File: src/iem_pkg.sv
`timescale 1ns / 1ps

package iem_pkg;

    // Write buffer depth and the widths that follow from it.
    localparam int BUF_DEPTH = 16;
    localparam int BUF_IDX_W = (BUF_DEPTH > 1) ? $clog2(BUF_DEPTH) : 1;
    localparam int BUF_CNT_W = $clog2(BUF_DEPTH + 1);

    localparam int FUNC_W     = 2;
    localparam int ADDR_W     = 8;
    localparam int COUNT_W    = 5;
    localparam int DATA_W     = 8;
    localparam int DEV_W      = 7;
    localparam int PHASE_W    = 16;
    localparam int STATUS_W   = 2;
    localparam int CFG_IDX_W  = 1;
    localparam int CFG_DATA_W = 16;

    localparam logic [COUNT_W-1:0]   BUF_DEPTH_CNT  = COUNT_W'(BUF_DEPTH);
    localparam logic [BUF_CNT_W-1:0] BUF_DEPTH_FILL = BUF_CNT_W'(BUF_DEPTH);

    // Depth of the two small queues.
    localparam int Q_DEPTH = 2;
    localparam int Q_PTR_W = 1;
    localparam int Q_CNT_W = 2;

    localparam logic [FUNC_W-1:0] FUNC_TICK  = 2'd0;
    localparam logic [FUNC_W-1:0] FUNC_WRITE = 2'd1;
    localparam logic [FUNC_W-1:0] FUNC_READ  = 2'd2;
    localparam logic [FUNC_W-1:0] FUNC_LOAD  = 2'd3;

    localparam logic [STATUS_W-1:0] STATUS_NONE = 2'd0;
    localparam logic [STATUS_W-1:0] STATUS_OK   = 2'd1;
    localparam logic [STATUS_W-1:0] STATUS_NACK = 2'd2;

    localparam logic [CFG_IDX_W-1:0] CFG_DEV_ADDR = 1'b0;
    localparam logic [CFG_IDX_W-1:0] CFG_PHASE    = 1'b1;

    localparam logic [DEV_W-1:0]   DEV_ADDR_RESET = 7'd80;
    localparam logic [PHASE_W-1:0] PHASE_RESET    = 16'd1;

    typedef enum logic [1:0] {
        CMD_TICK,
        CMD_WRITE,
        CMD_READ,
        CMD_LOAD
    } t_cmd;

    typedef struct packed {
        t_cmd               cmd;
        logic [ADDR_W-1:0]  mem_addr;
        logic [COUNT_W-1:0] byte_count;
        logic [DATA_W-1:0]  data_byte;
        logic               sda_in;
    } t_item;

    typedef struct packed {
        logic                scl_out;
        logic                sda_low;
        logic [DATA_W-1:0]   read_data;
        logic                read_valid;
        logic                last_byte;
        logic                busy_res;
        logic [STATUS_W-1:0] status;
    } t_result;

endpackage

File: src/iem_front.sv
`timescale 1ns / 1ps

module iem_front (
    input  logic                              i_clk,
    input  logic                              i_rst_n,
    input  logic                              push,
    output logic                              full,
    input  logic [iem_pkg::FUNC_W-1:0]        i_func,
    input  logic [iem_pkg::ADDR_W-1:0]        i_mem_addr,
    input  logic [iem_pkg::COUNT_W-1:0]       i_byte_count,
    input  logic [iem_pkg::DATA_W-1:0]        i_data_byte,
    input  logic                              i_sda_in,
    output logic                              o_item_valid,
    output iem_pkg::t_item                    o_item,
    input  logic                              i_item_take
);
    import iem_pkg::*;

    t_item                r_q [Q_DEPTH];
    logic [Q_PTR_W-1:0]   r_wr_ptr;
    logic [Q_PTR_W-1:0]   r_rd_ptr;
    logic [Q_CNT_W-1:0]   r_cnt;
    t_item                w_item;
    logic                 w_push;
    logic                 w_pop;

    // Decode the command and bring the byte count into the range the
    // command uses, so the bus engine sees a ready-made length.
    always_comb begin
        w_item.mem_addr   = i_mem_addr;
        w_item.data_byte  = i_data_byte;
        w_item.sda_in     = i_sda_in;
        w_item.byte_count = i_byte_count;
        case (i_func)
            FUNC_TICK: begin
                w_item.cmd = CMD_TICK;
            end
            FUNC_WRITE: begin
                w_item.cmd = CMD_WRITE;
                if (int'(i_byte_count) > BUF_DEPTH) begin
                    w_item.byte_count = BUF_DEPTH_CNT;
                end
            end
            FUNC_READ: begin
                w_item.cmd = CMD_READ;
                if (i_byte_count == '0) begin
                    w_item.byte_count = COUNT_W'(1);
                end
            end
            FUNC_LOAD: begin
                w_item.cmd = CMD_LOAD;
            end
            default: begin
                w_item.cmd = CMD_TICK;
            end
        endcase
    end

    assign full         = (r_cnt == Q_CNT_W'(Q_DEPTH));
    assign w_push       = push && !full;
    assign o_item_valid = (r_cnt != '0);
    assign w_pop        = i_item_take && o_item_valid;
    assign o_item       = r_q[r_rd_ptr];

    always_ff @(posedge i_clk) begin
        if (w_push) begin
            r_q[r_wr_ptr] <= w_item;
        end
    end

    always_ff @(posedge i_clk) begin
        if (!i_rst_n) begin
            r_wr_ptr <= '0;
            r_rd_ptr <= '0;
            r_cnt    <= '0;
        end else begin
            if (w_push) begin
                r_wr_ptr <= (r_wr_ptr == Q_PTR_W'(Q_DEPTH - 1)) ? '0 : r_wr_ptr + 1'b1;
            end
            if (w_pop) begin
                r_rd_ptr <= (r_rd_ptr == Q_PTR_W'(Q_DEPTH - 1)) ? '0 : r_rd_ptr + 1'b1;
            end
            case ({w_push, w_pop})
                2'b10:   r_cnt <= r_cnt + 1'b1;
                2'b01:   r_cnt <= r_cnt - 1'b1;
                default: r_cnt <= r_cnt;
            endcase
        end
    end

    a_front_cnt_bound: assert property (@(posedge i_clk) disable iff (!i_rst_n)
        int'(r_cnt) <= Q_DEPTH)
        else $error("front queue count beyond depth");

endmodule

File: src/iem_core.sv
`timescale 1ns / 1ps

module iem_core (
    input  logic                              i_clk,
    input  logic                              i_rst_n,
    input  logic                              i_cfg_we,
    input  logic [iem_pkg::CFG_IDX_W-1:0]     i_cfg_idx,
    input  logic [iem_pkg::CFG_DATA_W-1:0]    i_cfg_wdata,
    input  logic                              i_item_valid,
    input  iem_pkg::t_item                    i_item,
    output logic                              o_item_take,
    input  logic                              i_res_full,
    output logic                              o_res_push,
    output iem_pkg::t_result                  o_res
);
    import iem_pkg::*;

    typedef enum logic [2:0] {
        PH_IDLE,
        PH_START,
        PH_WBIT,
        PH_WACK,
        PH_RBIT,
        PH_MACK,
        PH_STOP
    } t_phase;

    typedef enum logic [2:0] {
        ST_DEVW,
        ST_WORD,
        ST_DATA,
        ST_DEVR,
        ST_READ
    } t_stage;

    logic [DEV_W-1:0]     r_dev_addr;
    logic [PHASE_W-1:0]   r_phase_ticks;

    t_phase               r_phase,      n_phase;
    t_stage               r_stage,      n_stage;
    logic [1:0]           r_quarter,    n_quarter;
    logic                 r_is_read,    n_is_read;
    logic                 r_nack,       n_nack;
    logic [3:0]           r_bit,        n_bit;
    logic [DATA_W-1:0]    r_shift,      n_shift;
    logic [COUNT_W-1:0]   r_bytes_left, n_bytes_left;
    logic [PHASE_W-1:0]   r_tick,       n_tick;
    logic [BUF_CNT_W-1:0] r_fill,       n_fill;
    logic [ADDR_W-1:0]    r_word,       n_word;
    logic [BUF_CNT_W-1:0] r_send_pos,   n_send_pos;

    logic [DATA_W-1:0]    r_wbuf [BUF_DEPTH];
    logic [DATA_W-1:0]    r_wbuf_rd;

    logic                 w_fire;
    logic                 w_busy;
    logic                 w_load;
    logic                 w_mid;
    logic [PHASE_W-1:0]   w_period;
    logic [PHASE_W:0]     w_tick_inc;
    t_result              w_res;

    assign w_fire      = i_item_valid && !i_res_full;
    assign o_item_take = w_fire;
    assign o_res_push  = w_fire;
    assign o_res       = w_res;
    assign w_busy      = (r_phase != PH_IDLE);
    assign w_period    = (r_phase_ticks == '0) ? PHASE_W'(1) : r_phase_ticks;
    assign w_tick_inc  = {1'b0, r_tick} + 1'b1;

    always_comb begin
        n_phase      = r_phase;
        n_stage      = r_stage;
        n_quarter    = r_quarter;
        n_is_read    = r_is_read;
        n_nack       = r_nack;
        n_bit        = r_bit;
        n_shift      = r_shift;
        n_bytes_left = r_bytes_left;
        n_tick       = r_tick;
        n_fill       = r_fill;
        n_word       = r_word;
        n_send_pos   = r_send_pos;
        w_load       = 1'b0;

        w_res.read_data  = '0;
        w_res.read_valid = 1'b0;
        w_res.last_byte  = 1'b0;
        w_res.status     = STATUS_NONE;

        case (i_item.cmd)
            CMD_WRITE, CMD_READ: begin
                if (!w_busy) begin
                    n_is_read    = (i_item.cmd == CMD_READ);
                    n_nack       = 1'b0;
                    n_word       = i_item.mem_addr;
                    n_bytes_left = i_item.byte_count;
                    n_send_pos   = '0;
                    n_stage      = ST_DEVW;
                    n_bit        = '0;
                    n_shift      = '0;
                    n_tick       = '0;
                    n_quarter    = '0;
                    n_phase      = PH_START;
                end
            end
            CMD_LOAD: begin
                if (!w_busy && r_fill < BUF_DEPTH_FILL) begin
                    w_load = 1'b1;
                    n_fill = r_fill + 1'b1;
                end
            end
            CMD_TICK: begin
                if (w_busy) begin
                    if (w_tick_inc >= {1'b0, w_period}) begin
                        n_tick = '0;
                        // Slave ACK and read data are sampled at the end of the
                        // second quarter, while SCL is high.
                        if (r_quarter == 2'd1) begin
                            if (r_phase == PH_WACK && i_item.sda_in) begin
                                n_nack = 1'b1;
                            end else if (r_phase == PH_RBIT) begin
                                n_shift = {r_shift[DATA_W-2:0], i_item.sda_in};
                            end
                        end
                        if (r_quarter == 2'd3) begin
                            n_quarter = '0;
                            case (r_phase)
                                PH_START: begin
                                    n_shift = {r_dev_addr, (r_stage == ST_DEVR)};
                                    n_bit   = '0;
                                    n_phase = PH_WBIT;
                                end
                                PH_WBIT: begin
                                    n_shift = {r_shift[DATA_W-2:0], 1'b0};
                                    n_bit   = r_bit + 1'b1;
                                    if (n_bit >= 4'd8) begin
                                        n_phase = PH_WACK;
                                    end
                                end
                                PH_WACK: begin
                                    if (r_nack) begin
                                        n_phase = PH_STOP;
                                    end else if (r_stage == ST_DEVW) begin
                                        n_stage = ST_WORD;
                                        n_shift = r_word;
                                        n_bit   = '0;
                                        n_phase = PH_WBIT;
                                    end else if (r_stage == ST_WORD && r_is_read) begin
                                        n_stage = ST_DEVR;
                                        n_phase = PH_START;
                                    end else if (r_stage == ST_DEVR) begin
                                        n_stage = ST_READ;
                                        n_shift = '0;
                                        n_bit   = '0;
                                        n_phase = PH_RBIT;
                                    end else if (r_bytes_left == '0) begin
                                        n_phase = PH_STOP;
                                    end else begin
                                        n_send_pos   = r_send_pos + 1'b1;
                                        n_bytes_left = r_bytes_left - 1'b1;
                                        n_stage      = ST_DATA;
                                        n_shift      = r_wbuf_rd;
                                        n_bit        = '0;
                                        n_phase      = PH_WBIT;
                                    end
                                end
                                PH_RBIT: begin
                                    n_bit = r_bit + 1'b1;
                                    if (n_bit >= 4'd8) begin
                                        w_res.read_data  = r_shift;
                                        w_res.read_valid = 1'b1;
                                        w_res.last_byte  = (r_bytes_left == COUNT_W'(1));
                                        if (r_bytes_left != '0) begin
                                            n_bytes_left = r_bytes_left - 1'b1;
                                        end
                                        n_phase = PH_MACK;
                                    end
                                end
                                PH_MACK: begin
                                    if (r_bytes_left == '0) begin
                                        n_phase = PH_STOP;
                                    end else begin
                                        n_shift = '0;
                                        n_bit   = '0;
                                        n_phase = PH_RBIT;
                                    end
                                end
                                PH_STOP: begin
                                    n_phase      = PH_IDLE;
                                    w_res.status = r_nack ? STATUS_NACK : STATUS_OK;
                                    if (!r_is_read) begin
                                        n_fill = '0;
                                    end
                                end
                                default: begin
                                    n_phase = PH_IDLE;
                                end
                            endcase
                        end else begin
                            n_quarter = r_quarter + 1'b1;
                        end
                    end else begin
                        n_tick = w_tick_inc[PHASE_W-1:0];
                    end
                end
            end
            default: begin
            end
        endcase

        // Bus levels as they stand after this item.
        w_mid = (n_quarter == 2'd1) || (n_quarter == 2'd2);
        case (n_phase)
            PH_START: begin
                w_res.scl_out = w_mid;
                w_res.sda_low = (n_quarter >= 2'd2);
            end
            PH_WBIT: begin
                w_res.scl_out = w_mid;
                w_res.sda_low = !n_shift[DATA_W-1];
            end
            PH_WACK, PH_RBIT: begin
                w_res.scl_out = w_mid;
                w_res.sda_low = 1'b0;
            end
            PH_MACK: begin
                w_res.scl_out = w_mid;
                w_res.sda_low = (n_bytes_left != '0);
            end
            PH_STOP: begin
                w_res.scl_out = (n_quarter >= 2'd1);
                w_res.sda_low = (n_quarter <= 2'd1);
            end
            default: begin
                w_res.scl_out = 1'b1;
                w_res.sda_low = 1'b0;
            end
        endcase
        w_res.busy_res = (n_phase != PH_IDLE);
    end

    // Write buffer; the entry at the send position is read into a register ahead,
    // long before the bus needs it.
    always_ff @(posedge i_clk) begin
        if (w_fire && w_load) begin
            r_wbuf[r_fill[BUF_IDX_W-1:0]] <= i_item.data_byte;
        end
        r_wbuf_rd <= r_wbuf[r_send_pos[BUF_IDX_W-1:0]];
    end

    always_ff @(posedge i_clk) begin
        if (!i_rst_n) begin
            r_dev_addr    <= DEV_ADDR_RESET;
            r_phase_ticks <= PHASE_RESET;
        end else if (i_cfg_we) begin
            case (i_cfg_idx)
                CFG_DEV_ADDR: r_dev_addr    <= i_cfg_wdata[DEV_W-1:0];
                CFG_PHASE:    r_phase_ticks <= i_cfg_wdata[PHASE_W-1:0];
                default:      r_dev_addr    <= r_dev_addr;
            endcase
        end
    end

    always_ff @(posedge i_clk) begin
        if (!i_rst_n) begin
            r_phase      <= PH_IDLE;
            r_stage      <= ST_DEVW;
            r_quarter    <= '0;
            r_is_read    <= 1'b0;
            r_nack       <= 1'b0;
            r_bit        <= '0;
            r_shift      <= '0;
            r_bytes_left <= '0;
            r_tick       <= '0;
            r_fill       <= '0;
            r_word       <= '0;
            r_send_pos   <= '0;
        end else if (w_fire) begin
            r_phase      <= n_phase;
            r_stage      <= n_stage;
            r_quarter    <= n_quarter;
            r_is_read    <= n_is_read;
            r_nack       <= n_nack;
            r_bit        <= n_bit;
            r_shift      <= n_shift;
            r_bytes_left <= n_bytes_left;
            r_tick       <= n_tick;
            r_fill       <= n_fill;
            r_word       <= n_word;
            r_send_pos   <= n_send_pos;
        end
    end

    a_last_needs_valid: assert property (@(posedge i_clk) disable iff (!i_rst_n)
        w_fire && w_res.last_byte |-> w_res.read_valid)
        else $error("last byte flagged without a received byte");

    a_status_ends_busy: assert property (@(posedge i_clk) disable iff (!i_rst_n)
        w_fire && (w_res.status != STATUS_NONE) |-> !w_res.busy_res)
        else $error("finish status while the bus is still busy");

    a_idle_bus_released: assert property (@(posedge i_clk) disable iff (!i_rst_n)
        w_fire && !w_res.busy_res |-> w_res.scl_out && !w_res.sda_low)
        else $error("bus not released while idle");

    a_fill_bound: assert property (@(posedge i_clk) disable iff (!i_rst_n)
        int'(r_fill) <= BUF_DEPTH)
        else $error("write buffer fill beyond depth");

endmodule

File: src/iem_rslt_q.sv
`timescale 1ns / 1ps

module iem_rslt_q (
    input  logic              i_clk,
    input  logic              i_rst_n,
    input  logic              i_push,
    input  iem_pkg::t_result  i_res,
    output logic              o_full,
    output logic              empty,
    input  logic              pop,
    output iem_pkg::t_result  o_res
);
    import iem_pkg::*;

    t_result            r_q [Q_DEPTH];
    logic [Q_PTR_W-1:0] r_wr_ptr;
    logic [Q_PTR_W-1:0] r_rd_ptr;
    logic [Q_CNT_W-1:0] r_cnt;
    logic               w_push;
    logic               w_pop;

    assign o_full = (r_cnt == Q_CNT_W'(Q_DEPTH));
    assign empty  = (r_cnt == '0);
    assign w_push = i_push && !o_full;
    assign w_pop  = pop && !empty;
    assign o_res  = r_q[r_rd_ptr];

    always_ff @(posedge i_clk) begin
        if (w_push) begin
            r_q[r_wr_ptr] <= i_res;
        end
    end

    always_ff @(posedge i_clk) begin
        if (!i_rst_n) begin
            r_wr_ptr <= '0;
            r_rd_ptr <= '0;
            r_cnt    <= '0;
        end else begin
            if (w_push) begin
                r_wr_ptr <= (r_wr_ptr == Q_PTR_W'(Q_DEPTH - 1)) ? '0 : r_wr_ptr + 1'b1;
            end
            if (w_pop) begin
                r_rd_ptr <= (r_rd_ptr == Q_PTR_W'(Q_DEPTH - 1)) ? '0 : r_rd_ptr + 1'b1;
            end
            case ({w_push, w_pop})
                2'b10:   r_cnt <= r_cnt + 1'b1;
                2'b01:   r_cnt <= r_cnt - 1'b1;
                default: r_cnt <= r_cnt;
            endcase
        end
    end

endmodule

File: src/i2c_eeprom_master.sv
`timescale 1ns / 1ps

// Channel   Ports                                          Transfer when
// ------    ---------------------------------------------  ----------------
// items     push, full, i_func, i_mem_addr, i_byte_count,  push && !full
//           i_data_byte, i_sda_in
// results   empty, pop, o_scl_out, o_sda_low, o_read_data, pop && !empty
//           o_read_valid, o_last_byte, o_busy_res, o_status
// config    i_cfg_we, i_cfg_idx, i_cfg_wdata               i_cfg_we
//
// One item per cycle sustained while results are popped; each item gives one result.
// An accepted item is registered in the item queue, then stepped by the bus engine,
// which writes its result into the result queue, from where it can be popped.
// Reset is synchronous; there is no clearing pass, the bus comes out idle.
// With pop held low the engine stops once the two-entry result queue is full;
// full rises when the two-entry item queue has filled behind it.

module i2c_eeprom_master (
    input  logic                              i_clk,
    input  logic                              i_rst_n,
    input  logic                              push,
    output logic                              full,
    input  logic [iem_pkg::FUNC_W-1:0]        i_func,
    input  logic [iem_pkg::ADDR_W-1:0]        i_mem_addr,
    input  logic [iem_pkg::COUNT_W-1:0]       i_byte_count,
    input  logic [iem_pkg::DATA_W-1:0]        i_data_byte,
    input  logic                              i_sda_in,
    input  logic                              i_cfg_we,
    input  logic [iem_pkg::CFG_IDX_W-1:0]     i_cfg_idx,
    input  logic [iem_pkg::CFG_DATA_W-1:0]    i_cfg_wdata,
    output logic                              empty,
    input  logic                              pop,
    output logic                              o_scl_out,
    output logic                              o_sda_low,
    output logic [iem_pkg::DATA_W-1:0]        o_read_data,
    output logic                              o_read_valid,
    output logic                              o_last_byte,
    output logic                              o_busy_res,
    output logic [iem_pkg::STATUS_W-1:0]      o_status
);
    import iem_pkg::*;

    logic    w_item_valid;
    t_item   w_item;
    logic    w_item_take;
    logic    w_res_full;
    logic    w_res_push;
    t_result w_res;
    t_result w_res_out;

    iem_front u_front (
        .i_clk        (i_clk),
        .i_rst_n      (i_rst_n),
        .push         (push),
        .full         (full),
        .i_func       (i_func),
        .i_mem_addr   (i_mem_addr),
        .i_byte_count (i_byte_count),
        .i_data_byte  (i_data_byte),
        .i_sda_in     (i_sda_in),
        .o_item_valid (w_item_valid),
        .o_item       (w_item),
        .i_item_take  (w_item_take)
    );

    iem_core u_core (
        .i_clk        (i_clk),
        .i_rst_n      (i_rst_n),
        .i_cfg_we     (i_cfg_we),
        .i_cfg_idx    (i_cfg_idx),
        .i_cfg_wdata  (i_cfg_wdata),
        .i_item_valid (w_item_valid),
        .i_item       (w_item),
        .o_item_take  (w_item_take),
        .i_res_full   (w_res_full),
        .o_res_push   (w_res_push),
        .o_res        (w_res)
    );

    iem_rslt_q u_rslt_q (
        .i_clk   (i_clk),
        .i_rst_n (i_rst_n),
        .i_push  (w_res_push),
        .i_res   (w_res),
        .o_full  (w_res_full),
        .empty   (empty),
        .pop     (pop),
        .o_res   (w_res_out)
    );

    assign o_scl_out    = w_res_out.scl_out;
    assign o_sda_low    = w_res_out.sda_low;
    assign o_read_data  = w_res_out.read_data;
    assign o_read_valid = w_res_out.read_valid;
    assign o_last_byte  = w_res_out.last_byte;
    assign o_busy_res   = w_res_out.busy_res;
    assign o_status     = w_res_out.status;

endmodule

File: config.mk
export PLATFORM = sky130hd
export DESIGN_NAME = i2c_eeprom_master
export DESIGN_NICKNAME = d
export VERILOG_FILES = /design/src/iem_pkg.sv /design/src/iem_front.sv /design/src/iem_core.sv /design/src/iem_rslt_q.sv /design/src/i2c_eeprom_master.sv
export SDC_FILE = /design/constraint.sdc
export NUM_CORES = 1
export LEC_CHECK = 0
export BUFFER_PORTS_ARGS = -buffer_cell sky130_fd_sc_hd__buf_2
export CORE_UTILIZATION = 55
export CTS_CLUSTER_DIAMETER = 150
export DETAILED_ROUTE_END_ITERATION = 12
export GPL_TIMING_DRIVEN = 1
export PLACE_DENSITY = 0.72
export SLEW_MARGIN = 20
export SYNTH_ARGS = -nofsm -noshare
export SYNTH_HDL_FRONTEND = slang
export SYNTH_SLANG_ARGS = --single-unit
export TNS_END_PERCENT = 5
File: constraint.sdc
create_clock -name i_clk -period 10.8 [get_ports i_clk]
set_clock_uncertainty 0.2 [all_clocks]
set_input_delay 1.62 -clock i_clk [delete_from_list [all_inputs] [get_ports i_clk]]
set_output_delay 1.62 -clock i_clk [all_outputs]
set_load 0.02 [all_outputs]
Word-level counts from Yosys, hierarchy flattened

Memory sizes are Yosys's and may differ from the RTL's. A register that Yosys moved wholly into a read port is not among the register bits.
Cells that the tools add are included.

Memory bits (read-only): 0
Flip-flop bits (word level): 92
Memories: 3
Bits in latches: 0
Bits in writable memories: 206
Logic and storage cells: 274

Reduce and logical (&&, ||, !) cells: 44
$mul: 0
Shift-type cells: 0
Bitwise gates (word level): 2
Equal/unequal tests: 50
Order comparisons: 7
Muxes and demuxes: 133
Div/mod/pow operators: 0
Add/subtract/negate cells: 14

Memory list:

| memory        | depth | bits a word | read ports | clocked after memory_dff | write ports | line             | RTL |
|---|---|---|---|---|---|---|---|
| u_core.r_wbuf | 16    | 8           | 1          | 1                        | 1           | iem_core.sv:52   | `logic [DATA_W-1:0] r_wbuf [BUF_DEPTH];` |
| u_front.r_q   | 2     | 24          | 1          | 1                        | 1           | iem_front.sv:19  | `t_item r_q [Q_DEPTH];` |
| u_rslt_q.r_q  | 2     | 15          | 1          | 1                        | 1           | iem_rslt_q.sv:15 | `t_result r_q [Q_DEPTH];` |

Operator list:

| cell                                                                   | number |
|---|---|
| 5-bit 2-to-1 mux                                                       | 29 |
| 8-bit 2-to-1 mux                                                       | 13 |
| 16-bit 2-to-1 mux                                                      | 4 |
| 3-bit 2-to-1 mux                                                       | 21 |
| 10-bit 2-to-1 mux                                                      | 6 |
| 5-bit case mux with 2 select lines                                     | 5 |
| 4-bit 2-to-1 mux                                                       | 9 |
| 16-bit case mux with 2 select lines                                    | 1 |
| 8-bit case mux with 4 select lines                                     | 1 |
| 2-bit 2-to-1 mux                                                       | 11 |
| 1-bit 2-to-1 mux                                                       | 21 |
| 2-bit equality test (second input constant)                            | 10 |
| 3-bit equality test (second input constant)                            | 6 |
| 9-bit AND reduction                                                    | 2 |
| 16-bit by 1-bit adder with 17-bit output (second input constant)       | 1 |
| 17-bit by 16-bit >= comparator with 1-bit output                       | 1 |
| 16-bit zero test                                                       | 1 |
| 2-bit != test (second input constant)                                  | 8 |
| 4-bit case mux with 4 select lines                                     | 1 |
| 8-bit case mux with 2 select lines                                     | 1 |
| 3-bit by 2-bit equality test with 1-bit output (second input constant) | 5 |
| 3-bit case mux with 5 select lines                                     | 1 |
| 2-bit by 1-bit != test with 1-bit output (second input constant)       | 7 |
| 2-bit by 1-bit equality test with 1-bit output (second input constant) | 6 |
| other kinds (42)                                                       | 79 |

Longest topological paths before layout

Depth after elaboration: 16
Mapped depth: 18
Gate-level depth less buffers: 17

Cells and area by module

Synthesis repeated with hierarchy kept, for this count alone.

Cell total of the unflattened synthesis: 1175
Area, all modules: 14163.6 µm²

By module, submodules not included:

| module     | cells each | area each (µm²) | times used |
|---|---|---|---|
| iem_core   | 982        | 10742.8         | 1 |
| iem_front  | 120        | 2103.3          | 1 |
| iem_rslt_q | 73         | 1317.5          | 1 |

Least setup slack after synthesis

OpenSTA, ideal clock, no wires.

Path kind: register to register
From: reg u_core.r_tick[0]
To: mem u_rslt_q.r_q[0][14] (netlist name) (data pin)
Required time: 10339 ps
Path buffers: 1
Path slack: 6790 ps
Stages on the path, launching flop included: 17
Arrival: 3549 ps
Cells stage by stage: dfxtp_1 ha_1 and3_1 and3_1 buf_4 nand3_1 xnor2_1 ha_1 nand2_1 or3_1 a211oi_2 o21ai_0 nor2_1 a22oi_1 ha_1 a21oi_1 a2bb2oi_1

RTL lines:

| element                  | line             | RTL |
|---|---|---|
| start: declaration       | iem_core.sv:47   | `logic [PHASE_W-1:0] r_tick, n_tick;` |
| start signal: assignment | iem_core.sv:288  | `r_tick <= n_tick;` |
| end: declaration         | iem_rslt_q.sv:15 |  |

==> results.py <==
metrics = {
    "outcome": {
        "status": "finished clean",
    },
    "sta": {
        "tightest_slew_ns": 0.910,
        "setup_viol": 0,
        "fin_crit_sh_pct": 46.1,
        "slew_violations": 0,
        "rsz0062_at_grt": "false",
        "fin_crit_ns": 4.98,
        "hold_ws_ns": 0.276,
        "tns_ns": 0,
        "slew_headroom_pct": 39.1,
        "hold_violations": 0,
        "max_freq_mhz": 201,
    },
    "logic_synthesis": {
        "synth_top_area_share_pct": 44.1,
        "yosys_register_bits": 307,
        "synth_area_per_cell_um2": 12.1,
        "synth_edf_count": 206,
        "synth_area_leader_cell": "edfxtp_1",
        "synthTopCellsByArea": "edfxtp_1 (44%), dfxtp_1 (14%), mux4_2 (6.4%), ha_1 (3.5%), nand2_1 (2.9%)",
        "syn-num-nets": 1244,
        "ys_seq_area_share_pct": 58.5,
        "synthFlopType": "edfxtp_1",
        "syn_area_um2": 14000,
        "syn_inst": 1159,
        "synth_cell_types": 78,
        "synth-async-reset-ratio_pct": 0,
        "yosys_warnings": 0,
    },
    "global_route": {
        "grt_pass1_vias": 9028,
        "grt_max_degree": 46,
        "antenna_found_initial": 0,
        "grt_pass1_wl_um": 50800,
        "gr-usage-all-layers_pct": 25.3,
        "grt.overflow.total": 0,
    },
    "cts": {
        "cts_buffers": 31,
        "clk_latency_ns": 0.56,
        "root_buffer": "clkbuf_16",
        "cts.clk_slew.worst_paths_ns": 0.06,
        "postCtsSetupBuffers": 0,
        "cts_hold_buffers": 0,
        "clkSinkCount": 307,
        "ctsResizeCount": 0,
        "clockBufferDepth": 3,
        "h-tree-depth": 1,
        "cts_tree": "yes",
    },
    "job": {
        "drv_cap": 0,
    },
    "cells_and_area": {
        "n_antenna_cell": 0,
        "layout_commonest_cell": "edfxtp_1",
        "drive_gt1_share_pct": 17.3,
        "multiInputGateArea_um2": 5410,
        "final-seq-area_um2": 8210,
        "layout_common_cells": "edfxtp_1 (206), nand2_1 (107), nor2_1 (105), dfxtp_1 (100), a21oi_1 (73)",
        "fillers": 2015,
        "nNetsFinal": 1297,
        "area_growth_syn_to_layout_pct": 11.5,
    },
    "placed_design": {
        "place.gp.congestion": 0.956,
        "port_buffers": 62,
        "dp_hpwl_um": 22200,
    },
    "die": {
        "core_area_um2": 25100,
        "row_count": 58,
        "ios": 63,
        "die_area_um2": 26200,
        "die_x_um": 162,
        "initial_utilization_pct": 55.9,
        "chipHeight_um": 162,
    },
    "setup_path": {
        "timing.critical_path.to_type": "register",
        "arrival_ns": 5.07,
        "path_max_fanout": 10,
        "path_class": "reg2reg",
        "cp.required_ns": 10.90,
        "start_kind": "register",
    },
    "power_and_ir_drop": {
        "power_density_nw_per_um2": 223,
        "leakage_nw": 5.38,
        "vdd_ir_drop_max_mv": 0.209,
    },
    "detailed_routing": {
        "drt_iter0_drc": 1085,
        "dr.pass1.iters": 5,
        "final_antenna_net_count": 0,
        "route.detailed.drc": 0,
        "vias_per_cell": 6.13,
        "routed_wl_um": 32600,
        "via_count": 9593,
        "routedWlPerCell_um": 20.8,
    },
    "min_path": {
        "hp-class": "reg2reg",
    },
}
## cells in the mapped netlist, drive strengths merged (3+ instances only)
| cell type | count |
|---|---|
| mux4 | 40 |
| edfxtp | 206 |
| o211ai | 5 |
| a2bb2oi | 3 |
| or3 | 5 |
| o21ai | 40 |
| a221oi | 4 |
| nand3 | 21 |
| and2 | 15 |
| buf | 16 |
| a31o | 3 |
| xor2 | 13 |
| nor4 | 8 |
| nand2b | 7 |
| mux2 | 24 |
| a31oi | 6 |
| nand4 | 13 |
| nand2 | 108 |
| mux2i | 24 |
| o31ai | 4 |
| a21oi | 75 |
| a2111oi | 11 |
| ha | 39 |
| a21o | 9 |
| nor3 | 26 |
| a211o | 3 |
| a22oi | 25 |
| inv | 47 |
| o22ai | 12 |
| xnor2 | 16 |
| clkbuf | 42 |
| and3 | 8 |
| dfxtp | 101 |
| a211oi | 24 |
| nor2b | 10 |
| or2 | 5 |
| nor2 | 107 |
## report_power, final
part	total, mW	internal [mW]	switching (mW)
logic	0.923	0.309	0.614
clock network	1.04	0.600	0.437
registers	1.54	1.44	0.0961
total	3.49	2.35	1.15
## through the flow
step / util [%] / instance area, um2 / std cells / power, mW / setup slack [ns]
after global routing: 62.3 / 15600 / 1566 / 3.65 / 5.55
after global placement: 58.3 / 14600 / 1509 / 2.45 / 6.14
after floorplan: - / 14000 / 1159 / 2.16 / 6.79
final: 62.3 / 15600 / 1566 / 3.49 / 5.82
after CTS: 62.3 / 15600 / 1566 / 3.49 / 5.95
after detailed placement: 58.3 / 14600 / 1509 / 2.46 / 6.00
## registers in the layout, indices dropped and copies added, names as in the netlist, 8 cells and up, named ones only
register / cells
u_core.r_shift: 8
u_front.r_q: 48
u_core.r_phase_ticks: 16
u_rslt_q.r_q: 30
u_core.r_tick: 16
u_core.r_word: 8
u_core.r_wbuf_rd: 8
u_core.r_wbuf: 128
## final cells by class
type / count / area share [%]
multi-input cells: 746 / 34.6
clock buffers: 42 / 5.68
inverters: 48 / 1.15
clock inverters: 15 / 0.728
repair buffers: 78 / 2.75
flip-flops and latches: 307 / 52.5
well taps: 330 / 2.64
## kinds of logic after synthesis
family                     after synthesis  synth area share [%]
and+or+nand+nor                        344                  11.6
DFF                                    307                  58.5
AOI/OAI and AO/OA                      246                  11.6
buffers and inverters                  106                  2.97
muxes                                   88                  10.1
adders and majority gates               39                  3.48
xor gates and xnor gates                29                  1.81
## final timing paths
kind,end,depth (start not counted),slack (ns),startpoint
max,u_rslt_q.r_q[1][14],15,5.82,u_core.r_tick[0]
min reg2reg,u_core.r_dev_addr[3],2,0.28,u_core.r_dev_addr[3]
max reg2reg,u_rslt_q.r_q[1][14],15,5.82,u_core.r_tick[0]
min,u_core.r_dev_addr[3],2,0.28,u_core.r_dev_addr[3]
## layer usage
metal	track usage, %	routed length, um	part of all wire [%]	vias to the layer above
li1	-	-	-	4486
met1	37.3	14500	45	4652
met2	38.6	14700	45	401
met3	4.70	2620	8.0	54
met4	6.99	687	2.1	0
met5	0	0	0	-
## worst max-delay path, cell delays in order, from the launching register on
cell and delay [ns]:
dfxtp_1 0.41, ha_1 0.21, and3_1 0.20, and3_1 0.35, nand3_1 0.14, xnor2_1 0.16
ha_1 0.30, nand2_1 0.07, or3_1 0.42, a211oi_2 0.60, o21ai_0 0.24, nor2_1 0.60
a22oi_1 0.26, ha_1 0.35, a21oi_1 0.12, a2bb2oi_1 0.09
No activity file was read; power rests on OpenSTA's default activity.
